### config.mk
export PLATFORM = sky130hd
export DESIGN_NAME = ltsvc_ctrl
export DESIGN_NICKNAME = d
export VERILOG_FILES = /design/src/sv/ltsvc_pkg.sv /design/src/sv/ltsvc_ctrl.sv
export SDC_FILE = /design/constraint.sdc
export NUM_CORES = 1
export LEC_CHECK = 0
export BUFFER_PORTS_ARGS = -buffer_cell sky130_fd_sc_hd__buf_2
export CAP_MARGIN = 0
export CORE_AREA = 2 2 39 41
export CTS_CLUSTER_SIZE = 30
export DETAILED_ROUTE_END_ITERATION = 8
export DIE_AREA = 0 0 41 43
export PLACE_DENSITY_LB_ADDON = 0.15
export SYNTH_ARGS = -nofsm -noshare
export SYNTH_HDL_FRONTEND = slang
export SYNTH_SLANG_ARGS = --single-unit
### constraint.sdc
create_clock -name clock -period 2.8 [get_ports clock]
set_input_delay 0.56 -clock clock [delete_from_list [all_inputs] [get_ports clock]]
set_output_delay 0.56 -clock clock [all_outputs]
set_load 0.01 [all_outputs]
### src/sv/ltsvc_pkg.sv
// Shared constants and types for the LRU tag store with victim cache.
package ltsvc_pkg;
   localparam int NUM_SETS_DEF = 64;
   localparam int ASSOC_DEF = 4;
   localparam int VICTIM_ENTRIES_DEF = 8;
   localparam int BLOCK_BYTES_DEF = 64;
   localparam int ADDR_BITS_DEF = 32;

   localparam logic [1:0] CMD_ACCESS = 2'd0;
   localparam logic [1:0] CMD_PROBE = 2'd1;
   localparam logic [1:0] CMD_FILL = 2'd2;
   localparam logic [1:0] CMD_INVAL = 2'd3;

   localparam logic [1:0] PLACE_NONE = 2'd0;
   localparam logic [1:0] PLACE_MAIN = 2'd1;
   localparam logic [1:0] PLACE_VICTIM = 2'd2;

   typedef struct packed {
      logic load;
      logic update;
   } ctrl_type;

   typedef struct packed {
      logic clearing;
   } status_type;
endpackage

### src/sv/ltsvc_ctrl.sv
// Controller sequencing reset clearing, lookup and write-back of one transaction.
module ltsvc_ctrl (
   input  logic                clock,
   input  logic                reset,
   input  logic                req_valid,
   output logic                req_stall,
   output logic                rsp_valid,
   input  logic                rsp_stall,
   input  ltsvc_pkg::status_type status,
   output ltsvc_pkg::ctrl_type  ctrl
);
   localparam logic [1:0] S_CLEAR = 2'd0;
   localparam logic [1:0] S_IDLE = 2'd1;
   localparam logic [1:0] S_UPD = 2'd2;
   localparam logic [1:0] S_RSP = 2'd3;

   logic [1:0] state_ff, state_in;
   logic       accept;

   assign req_stall = !(state_ff == S_IDLE);
   assign accept = req_valid && !req_stall;
   assign rsp_valid = state_ff == S_RSP;
   assign ctrl.load = accept;
   assign ctrl.update = state_ff == S_UPD;

   always_comb begin
      state_in = state_ff;
      case (state_ff)
         S_CLEAR: if (!status.clearing) state_in = S_IDLE;
         S_IDLE:  if (accept) state_in = S_UPD;
         S_UPD:   state_in = S_RSP;
         S_RSP:   if (!rsp_stall) state_in = S_IDLE;
         default: state_in = S_IDLE;
      endcase
   end

   always_ff @(posedge clock) begin
      if (reset) state_ff <= S_CLEAR;
      else state_ff <= state_in;
   end
endmodule

### Word level (Yosys, flattened, before mapping)

Index checks and enable logic that the tools add are counted.

| cells by class | value |
|---|---|
| eq/ne operators | 6 |
| mux-type cells | 4 |
| reductions and logical operators | 4 |

Operators with widths:

| kind | count |
|---|---|
| $pmux W2 S4 | 1 |
| $mux W2 | 3 |
| $ne A2 B2 Y1 const B | 3 |
| $eq A2 B2 Y1 const B | 2 |
| $reduce_and A3 Y1 | 1 |
| $eq A2 B1 Y1 const B | 1 |
| $logic_not A2 Y1 | 1 |
| $logic_and A1 B1 Y1 | 1 |
| $logic_not A1 Y1 | 1 |

| word-level totals | value |
|---|---|
| register bits after elaboration | 2 |
| input port bits | 5 |
| output and inout port bits | 4 |
| word-level logic and storage cells | 15 |

### Logic depth before layout (Yosys ltp)

Gate-level depths: netlist of the first run.

| depth | value |
|---|---|
| depth in word-level cells | 4 |
| mapped depth | 5 |
| depth with buffers taken out | 4 |

### Worst setup path after synthesis of the first run

Ideal clock, no wire load.

| timing path | value |
|---|---|
| path type | reg2reg |
| start point | register state_ff[1] |
| end point | register state_ff[0] |
| setup time | 0.123 ns |
| data arrival time | 1.374 ns |
| required time | 2.677 ns |
| setup slack | 1.303 ns |
| cell stages (with the launch flop) | 5 |
| path buffers | 0 |
| clock period less this slack | 1.497 ns |
| path through | dfxtp_1 -> inv_1 -> ha_1 -> a222oi_1 -> mux2_1 |

| on the way | value |
|---|---|
| longest elaborated chain between the ends | 4 |
| elaborated cells on any way between the ends | 10 |
| those cells by class | 6 x eq/ne; 1 x mux; 3 x reduce/logical |

RTL lines:

| element | line | source |
|---|---|---|
| start, declared | ltsvc_ctrl.sv:17 | `logic [1:0] state_ff, state_in;` |
| start signal, assigned | ltsvc_ctrl.sv:39 | `else state_ff <= state_in;` |
| $eq A2 B1 Y1 | ltsvc_ctrl.sv:20, ltsvc_ctrl.sv:28 |  |
| $logic_and A1 B1 Y1 | ltsvc_ctrl.sv:21 | `assign accept = req_valid && !req_stall;` |
| $ne A2 B2 Y1 (no line) | n/a |  |
| $reduce_and A3 Y1 (no line) | n/a |  |

Several ways; a longest one is shown, not always the timed one.
A chain may end at the register's enable or synchronous reset.

==> results of run 1 <==
## metrics by stage
| step | power, mW | hold WS, ns | worst slack [ns] | utilization (%) | instance area, sq um |
|---|---|---|---|---|---|
| 5_1_grt | 0.220 | 0.563 | 1.01 | 17.5 | 243 |
| 3_3_place_gp | 0.133 | 0.514 | 1.14 | 15.9 | 220 |
| 3_5_place_dp | 0.136 | 0.523 | 1.11 | 15.9 | 220 |
| 6_report | 0.195 | 0.519 | 1.12 | 17.5 | 243 |
| 4_1_cts | 0.202 | 0.529 | 1.09 | 17.5 | 243 |
| 2_1_floorplan | 0.111 | 0.481 | 1.30 | - | 168 |
## Yosys cell counts, drive strengths merged
library cell  count  area, sq um
buf               1         7.51
dfxtp             2         40.0
mux2              1         11.3
mux2i             1         10.0
ha                4         50.1
nor2              3         11.3
inv               4         15.0
nand2b            2         12.5
a222oi            1         10.0
## worst min-delay path by stage
| stage | start | to | slack [ns] | cells past startpoint |
|---|---|---|---|---|
| after floorplan | state_ff[1] | state_ff[1] | 0.48 | 2 |
| after global placement | state_ff[1] | state_ff[1] | 0.51 | 2 |
| after detailed placement | state_ff[1] | state_ff[1] | 0.52 | 2 |
| after CTS | state_ff[1] | state_ff[1] | 0.53 | 2 |
| after global routing | state_ff[1] | state_ff[1] | 0.56 | 2 |
| final | state_ff[1] | state_ff[1] | 0.52 | 2 |
## layer usage
layer / track usage, % / part of all wire (%) / vias to the layer above
met2: 6.56 / 41 / 8
met1: 5.10 / 48 / 67
met3: 4.71 / 11 / 0
met5: 0 / 0 / -
met4: 6.00 / 0 / 0
li1: - / - / 80
## worst max-delay path: stages, from the launching register on
cell and delay, ns:
dfxtp_1 0.37, inv_1 0.08, ha_1 0.21, inv_1 0.08, nor2_1 0.04, buf_2 0.13
## cells in the final DEF (no fill, tap or decap)
master	synthesis	final
a222oi_1	1	1
buf_2	0	8
clkbuf_4	0	3
dfxtp_1	2	2
ha_1	4	4
inv_1	4	4
mux2_1	1	1
mux2i_1	1	1
nand2b_1	2	2
nor2_1	3	3
## power by group through the flow
| stage | registers [mW] | clock network (mW) | logic, mW |
|---|---|---|---|
| floorplan | 0.0458 | 0 | 0.0649 |
| global placement | 0.0482 | 0 | 0.0852 |
| CTS | 0.0482 | 0.0666 | 0.0877 |
| finish | 0.0476 | 0.0618 | 0.0855 |
| global route | 0.0505 | 0.0720 | 0.0970 |
| detailed placement | 0.0486 | 0 | 0.0877 |
## kinds of logic after synthesis
kind of cell / after synthesis
AO/OA/AOI/OAI: 1
adder cells (fa/ha/maj): 4
buffers and inverters: 5
flip-flops: 2
multiplexers: 2
AND/OR/NAND/NOR: 5
## layout make-up
class                           instances  area (sq um)
Multi-Input combinational cell         12           105
Fill cell                             167          1140
Clock buffer                            3          22.5
Inverter                                4          15.0
Tap cell                               16          20.0
Timing Repair Buffer                    8          40.0
Sequential cell                         2          40.0
==> key figures, run 1 <==
Min path
  • Min-Delay Path Class: reg2reg

Finish
  • NumNets Final: 40
  • Largest registers: state_ff (2)
  • Max FFs per register: 2
  • Layout cells sized above 1: between 30 and 40%
  • Biggest register: state_ff
  • Post-route insts no fill: 45
  • # diodes: 0
  • P&R area growth vs syn: 44.8%

Synthesis
  • #FFs+latches synth: 2
  • Post-Syn Instances: 19
  • Largest family of logic cells by synthesized area: adder cells
  • Post-Synth Adder-Cell Area: around 30%
  • Register area share after synthesis: 23.9%
  • Post-synthesis simple-gate area fraction: about 14%
  • Mux cell area share after synthesis: between 10% and 20%
  • Synth warn: 0
  • Synth unique cells: 9
  • Syn_nets: 28
  • Synthesized cell area: 168 sq um
  • XOR/XNOR Fraction of Synth Area: 0%
  • Post-synthesis compound-gate area fraction: between 5 and 6%
  • Syn Area/Cell: about 9 sq um

Worst setup path
  • Worst Path Arrival: 1.12 ns
  • Crit Reg-Reg Endpoint: state_ff[0]
  • Setup crit end kind: primary output
  • R2r worst-path depth: 4
  • CP required: 2.24 ns
  • Crit Reg-Reg Startpoint: state_ff[1]
  • R2R Setup Slk: 1.17 ns
  • Crit-path max FO: 4
  • Worst Setup Start Kind: flip-flop
  • Setup Crit Path Kind: reg2out
  • Crit path launch: state_ff[1]
  • CP endpoint: ctrl[1]

Route
  • 1st-pass router iterations: 4
  • Initial detailed-routing violation count: 3
  • WL per Instance: about 8.0 um
  • Post-Route WL: about 360 um
  • DR DRC count: 0
  • ANT nets after route: 0
  • Total number of vias: between 150 and 200
  • DR vias/cell: 3.44

Clocking
  • Clock Sinks: 2
  • Worst-path clk slew: ~0.030 ns
  • Skew-Pair Late Insertion Delay: about 0.22 ns
  • Cts hold-fix bufs: 0
  • CTS tree: built
  • Post-CTS setup buffers: 0
  • CTS Root Cell: clkbuf_4
  • CTS HTree Levels: 1
  • CTS Buf Count: 3
  • Post_cts resized: 0
  • CTS Buffer Depth: 2

Die
  • Die W: between 40 and 50 um
  • Core Region: around 0.0014 sq mm
  • IO Pins: 9
  • Initial Utilization: 12.1%
  • Area of the die: approximately 0.0018 sq mm
  • Chip Height: between 40 and 50 um
  • Num rows: 14

Pwr
  • Clk network pwr share: a little under a third
  • VDD IR max: a little over 0.2 mV
  • Pwr Density: around 800 mW/mm^2
  • Int Power: 0.126 mW
  • NetSw: 0.0693 mW
  • Leak Pwr: roughly 0.13 nW
  • Switching share of power: between 30 and 40%
  • Seq pwr share: between 20% and 30%
  • Comb power frac: between 40% and 50%

Job
  • Max-Cap Viols: 0

GRT
  • Total gr overflow: 0
  • Total GRT Usage: 5.51%
  • Largest net degree at the start of global routing: 5
  • Vias in the first global route: roughly 160
  • First-pass GRT wire length: between 500 and 600 um
  • Initial antenna violation count: 0

STA
  • Endpoints failing setup: 0
  • Max-slew violation count: 0
  • Slew @ Worst Pin: 0.488 ns
  • Skew final: 0.00251 ns
  • Setup_tns: 0 ns
  • Final Hold Fails: 0
  • RSZ-0062 raised after global routing: no
  • Max-Slew Margin vs Limit: 67.5%
  • Max Clock Freq: between 500 and 600 MHz
  • Final period util: between 60% and 70%
  • Fin crit period: 1.68 ns

Place
  • Placed cells: 42
  • Hpwl dp: 312 um
  • PortBufs: 8
  • Final Wtd Congestion: 0.616

Run status
  • Status: complete, no violations
Note: power is estimated with default switching activity, not from simulation.
==> run 2: changes to the inputs <==
--- a/config.mk
+++ b/config.mk
@@ -5,6 +5,7 @@
 export SDC_FILE = /design/constraint.sdc
 export NUM_CORES = 1
 export LEC_CHECK = 0
+export ABC_AREA = 1
 export BUFFER_PORTS_ARGS = -buffer_cell sky130_fd_sc_hd__buf_2
 export CAP_MARGIN = 0
 export CORE_AREA = 2 2 39 41
==> constraint.sdc (replaced) <==
create_clock -name clock -period 1.5 [get_ports clock]
set_input_delay 0.3 -clock clock [delete_from_list [all_inputs] [get_ports clock]]
set_output_delay 0.3 -clock clock [all_outputs]
set_load 0.01 [all_outputs]
==> key figures, run 2 <==
STA
  • Fin crit period: roughly 1.4 ns
  • Final Hold Fails: 0
  • Max Clock Freq: just over 700 MHz
  • Skew final: about 0.0020 ns
  • Max-slew violation count: 0
  • Max-Slew Margin vs Limit: slightly above 90%
  • Setup_tns: 0 ns
  • Endpoints failing setup: 0
  • Final period util: 93.9%
  • Slew @ Worst Pin: 0.143 ns
  • RSZ-0062 raised after global routing: no
  • Post-Route Hold Slack: 0.324 ns

Job
  • Max-Cap Viols: 0

Worst setup path
  • R2R Setup Slk: between 0.3 and 0.4 ns
  • Highest cell delay on the worst timing path: approximately 0.36 ns
  • Setup Crit Path Kind: reg2out
  • Slowest CP cell: dfxtp_1
  • Crit-path max FO: 4
  • Worst-path cell chain: inv_1 > ha_1 > nand2_1 > inv_1 > buf_2
  • Crit Reg-Reg Startpoint: state_ff[0]
  • Worst Setup Start Kind: flip-flop
  • Worst Path Arrival: about 1.1 ns
  • Most frequent CP cell: inv_1
  • Setup crit end kind: primary output
  • R2r worst-path depth: 7
  • CP required: 1.20 ns
  • Crit Reg-Reg Endpoint: state_ff[1]

Pwr
  • Pwr Density: 1500 mW/mm^2
  • Clk network pwr share: between 20% and 30%
  • Int Power: ~0.24 mW
  • Leak Pwr: 0.163 nW
  • Switching share of power: about two fifths
  • Total power: about 0.40 mW
  • Comb power frac: approximately 48%
  • VDD IR max: between 0.3 and 0.4 mV
  • NetSw: about 0.16 mW
  • Seq pwr share: between 20% and 30%

Finish
  • Biggest register: state_ff
  • Commonest non-fill, non-tap cell in the layout: buf_2
  • NumNets Final: 50
  • # diodes: 0
  • Layout cells sized above 1: around 36%
  • P&R area growth vs syn: 39.5%
  • Final instance area: approximately 270 sq um
  • Largest registers: state_ff (2)
  • Commonest cells after routing, fill and taps aside: buf_2, nand2_1, inv_1
  • Max FFs per register: 2

Route
  • Initial detailed-routing violation count: 1
  • Post-Route WL: ~380 um
  • ANT nets after route: 0
  • DR DRC count: 0
  • WL per Instance: approximately 7 um
  • 1st-pass router iterations: 2
  • DR vias/cell: between 3 and 4
  • Total number of vias: ~190

Place
  • Placed Area: ~240 sq um
  • PortBufs: 8
  • Final Wtd Congestion: between 0.5 and 0.6

Synthesis
  • Synth unique cells: 9
  • Post-synth top area cell: ha_1
  • Most frequent cell after synthesis: nand2_1
  • Synthesized cell area: roughly 190 sq um
  • #FFs+latches synth: 2
  • Synth top area cells: ha_1, dfxtp_1, nand2_1, inv_1, nor2_1
  • Post-Syn Instances: 29
  • Synth warn: 0
  • Syn_nets: 38
  • Synth cell count leaders: nand2_1, inv_1, ha_1, nor2_1
  • Top-area cell type share of the netlist area: between 20% and 30%
  • Syn Area/Cell: roughly 6.6 sq um
  • Number of synthesized flops with an enable pin: 0
  • Async S/R FF share, synth: 0%
  • Register area share after synthesis: a little over a fifth
  • Ys flop type: dfxtp_1

Die
  • Die W: ~41 um
  • Initial Utilization: between 10% and 20%
  • IO Pins: 9
  • Area of the die: around 0.0018 sq mm
  • Chip Height: about 43 um
  • Num rows: 14
  • Core Region: 0.00138 sq mm

GRT
  • Vias in the first global route: about 170
  • Initial antenna violation count: 0
  • Largest net degree at the start of global routing: 5
  • Total GRT Usage: between 5 and 6%
  • First-pass GRT wire length: 600 um
  • Total gr overflow: 0

Clocking
  • Post_cts resized: 0
  • Skew-Pair Late Insertion Delay: around 0.22 ns
  • CTS Root Cell: clkbuf_4
  • Post-CTS setup buffers: 0
  • CTS Buf Count: 3
  • CTS HTree Levels: 1
  • CTS tree: built
  • Cts hold-fix bufs: 0
  • Clock Sinks: 2
  • CTS Buffer Depth: 2
  • Worst-path clk slew: 0.03 ns

Min path
  • Hold Startpoint: reset
  • Worst Hold Depth: 4
  • Endpoint, Worst Hold: state_ff[0]
  • Min-Delay Path Class: in2reg

Run status
  • Status: complete, no violations
-- run 2: worst max path at each step --
stage / startpoint / endpoint / slack [ns]
after floorplan: state_ff[1] / ctrl[1] / 0.36
after global placement: state_ff[1] / ctrl[1] / 0.29
after detailed placement: state_ff[1] / ctrl[1] / 0.30
after CTS: state_ff[1] / ctrl[1] / 0.07
after global routing: state_ff[1] / ctrl[1] / 0.009
final: state_ff[1] / ctrl[1] / 0.09
-- run 2: per-stage QoR --
step / setup slack, ns / utilization (%) / instances
after floorplan: 0.363 / - / 29
after global placement: 0.292 / 17.5 / 52
after CTS: 0.0670 / 19.2 / 55
after global routing: 0.00942 / 19.2 / 55
final: 0.0909 / 19.2 / 55
after detailed placement: 0.304 / 17.5 / 52
-- run 2: final cells by class --
class / count / area [sq um]
timing repair buffer: 8 / 40.0
tap: 16 / 20.0
clock buffer: 3 / 22.5
sequential: 2 / 40.0
fill: 178 / 1120
inverter: 7 / 26.3
multi-input combinational: 19 / 116
-- run 2: cell families (layout without fill, tap and decap cells) --
| group | after synthesis | count (layout) | synth area share [%] |
|---|---|---|---|
| buffers and inverters | 8 | 18 | 17.8 |
| and+or+nand+nor | 15 | 15 | 34.9 |
| DFF | 2 | 2 | 21.1 |
| adders and majority gates | 4 | 4 | 26.3 |
-- run 2: per-layer routing --
layer	GRT usage, %	vias up	part of all wire [%]	wire length [um]
met2	6.25	6	43	163
met1	6.71	78	48	181
met3	3.14	0	8.5	32
met5	0	-	0	0
met4	6.00	0	0	0
li1	-	104	-	-
-- run 2: critical path, delay by kind of cell, from the launching register on --
family	cells	cell delay [ns]
AND/OR/NAND/NOR	1	0.07
adder cells (fa/ha/maj)	1	0.23
buffers and inverters	3	0.23
flip-flops	1	0.36
-- run 2: power groups by stage --
stage / sequential [mW] / clock [mW] / combinational, mW
finish: 0.0926 / 0.115 / 0.190
global route: 0.0977 / 0.133 / 0.219
CTS: 0.0934 / 0.123 / 0.196
detailed placement: 0.0943 / 0 / 0.196
global placement: 0.0945 / 0 / 0.202
floorplan: 0.0894 / 0 / 0.151
==> run 3: changes to the inputs <==
--- a/config.mk
+++ b/config.mk
@@ -12,6 +12,8 @@
 export CTS_CLUSTER_SIZE = 30
 export DETAILED_ROUTE_END_ITERATION = 8
 export DIE_AREA = 0 0 41 43
+export GPL_TIMING_DRIVEN = 0
+export MAX_ROUTING_LAYER = met4
 export PLACE_DENSITY_LB_ADDON = 0.15
 export SYNTH_ARGS = -nofsm -noshare
 export SYNTH_HDL_FRONTEND = slang
==> key figures, run 3 (synthesis gave the netlist of run 2 again) <==
Run status
  • Status: complete, no violations

Die
  • Core Region: between 0.001 and 0.0015 sq mm
  • Num rows: 14
  • Area of the die: 0.00176 sq mm
  • IO Pins: 9
  • Chip Height: 43 um
  • Initial Utilization: about 14%
  • Die W: about 41 um

STA
  • Max Clock Freq: roughly 710 MHz
  • Post-Route Hold Slack: approximately 0.32 ns
  • Endpoints failing setup: 0
  • Max-slew violation count: 0
  • Skew final: 0.00193 ns
  • RSZ-0062 raised after global routing: no
  • Fin crit period: roughly 1.4 ns
  • Max-Slew Margin vs Limit: 92.2%
  • Final Hold Fails: 0
  • Setup_tns: 0 ns
  • Final period util: 94.0%
  • Slew @ Worst Pin: between 0.1 and 0.15 ns

Pwr
  • Leak Pwr: ~0.17 nW
  • VDD IR max: 0.341 mV
  • Pwr Density: around 1500 mW/mm^2
  • Total power: approximately 0.43 mW

Place
  • PortBufs: 8
  • Placed cells: 53
  • Final Wtd Congestion: between 0.5 and 0.6
  • Hpwl dp: between 300 and 400 um

Worst setup path
  • CP delay by family, top: flip-flops
  • R2r worst-path depth: 6
  • Critical path depth in cells: 6
  • Crit Reg-Reg Endpoint: state_ff[1]
  • Highest cell delay on the worst timing path: 0.34 ns
  • Setup crit end kind: primary output
  • Crit Reg-Reg Startpoint: state_ff[0]
  • Setup Crit Path Kind: reg2out
  • Crit-path max FO: 4
  • Crit path buf inv count: 4
  • CP required: approximately 1.2 ns
  • Worst Setup Start Kind: flip-flop
  • Worst-path cell chain: inv_2 > ha_4 > nand2_1 > inv_1 > buf_4 > buf_2
  • R2R Setup Slk: about 0.40 ns
  • Slowest CP cell: dfxtp_2
  • Worst Path Arrival: 1.11 ns

Clocking
  • CTS HTree Levels: 1
  • Cts hold-fix bufs: 0
  • CTS Buffer Depth: 2
  • Post-CTS setup buffers: 0
  • CTS Buf Count: 3
  • Skew-Pair Late Insertion Delay: roughly 0.22 ns
  • Worst-path clk slew: roughly 0.030 ns
  • Post_cts resized: 2
  • Clock Sinks: 2
  • CTS tree: built
  • CTS Root Cell: clkbuf_4

GRT
  • Total gr overflow: 0
  • First-pass GRT wire length: slightly above 600 um
  • Largest net degree at the start of global routing: 5
  • Vias in the first global route: ~190
  • Total GRT Usage: approximately 5.7%
  • Initial antenna violation count: 0

Finish
  • Fin util: about 21%
  • NumNets Final: approximately 50
  • Biggest register: state_ff
  • Largest registers: state_ff (2)
  • P&R area growth vs syn: 51.3%
  • Commonest non-fill, non-tap cell in the layout: buf_2
  • # diodes: 0
  • Post-route insts no fill: 56
  • Max FFs per register: 2
  • Commonest cells after routing, fill and taps aside: buf_2, nand2_1, inv_1
  • Layout cells sized above 1: around 48%

Route
  • DR DRC count: 0
  • Total number of vias: 196
  • DR vias/cell: ~3.5
  • Post-Route WL: 394 um
  • 1st-pass router iterations: 2
  • WL per Instance: around 7 um
  • ANT nets after route: 0
  • Initial detailed-routing violation count: 1

Min path
  • Min-Delay Path Class: in2reg
  • Worst Hold Depth: 4
  • Endpoint, Worst Hold: state_ff[0]
  • Hold Startpoint: reset

Job
  • Max-Cap Viols: 0
## run 3: cell types whose count changed in the layout (fill, tap and decap cells not counted)
cell,change
inv_1,-1
inv_2,+1
buf_4,+1
dfxtp_1,-2
dfxtp_2,+2
ha_1,-1
ha_4,+1
## run 3: worst max-delay path by stage
stage,startpoint,to,slack [ns]
final,state_ff[1],ctrl[1],0.09
after global routing,state_ff[1],ctrl[1],0.01
after CTS,state_ff[1],ctrl[1],0.04
after detailed placement,state_ff[1],ctrl[1],0.19
after global placement,state_ff[1],ctrl[1],0.18
after floorplan,state_ff[1],ctrl[1],0.36
## run 3: per-layer routing
metal  vias to the layer above  share of wire, %  global-route usage, %
li1                        108                 -                      -
met1                        82                43                   4.78
met2                         6                49                   8.13
met3                         0               8.1                   3.14
met4                         0                 0                   6.00
met5                         -                 0                      -
## run 3: worst min-delay path, cell delays in order
cell	delay, ns
buf_2	0.07
inv_1	0.04
nand2_1	0.06
nor2_1	0.03
## run 3: final cells by class
cell class,instances,area (sq um)
fill,175,1100
multi-input combinational,19,129
sequential,2,42.5
timing repair buffer,8,40.0
inverter,7,26.3
clock buffer,3,22.5
tap,16,20.0
buffer,1,7.51
## run 3: through the flow
| step | instance area (sq um) | worst slack (ns) |
|---|---|---|
| after global routing | 288 | 0.0138 |
| after detailed placement | 250 | 0.190 |
| final | 288 | 0.0904 |
| after global placement | 250 | 0.177 |
| after CTS | 277 | 0.0404 |
| after floorplan | 190 | 0.363 |
## run 3: power breakdown
group          internal, mW  total, mW  switching (mW)
clock                0.0879      0.115          0.0275
combinational        0.0946      0.213           0.119
sequential           0.0777      0.103          0.0251
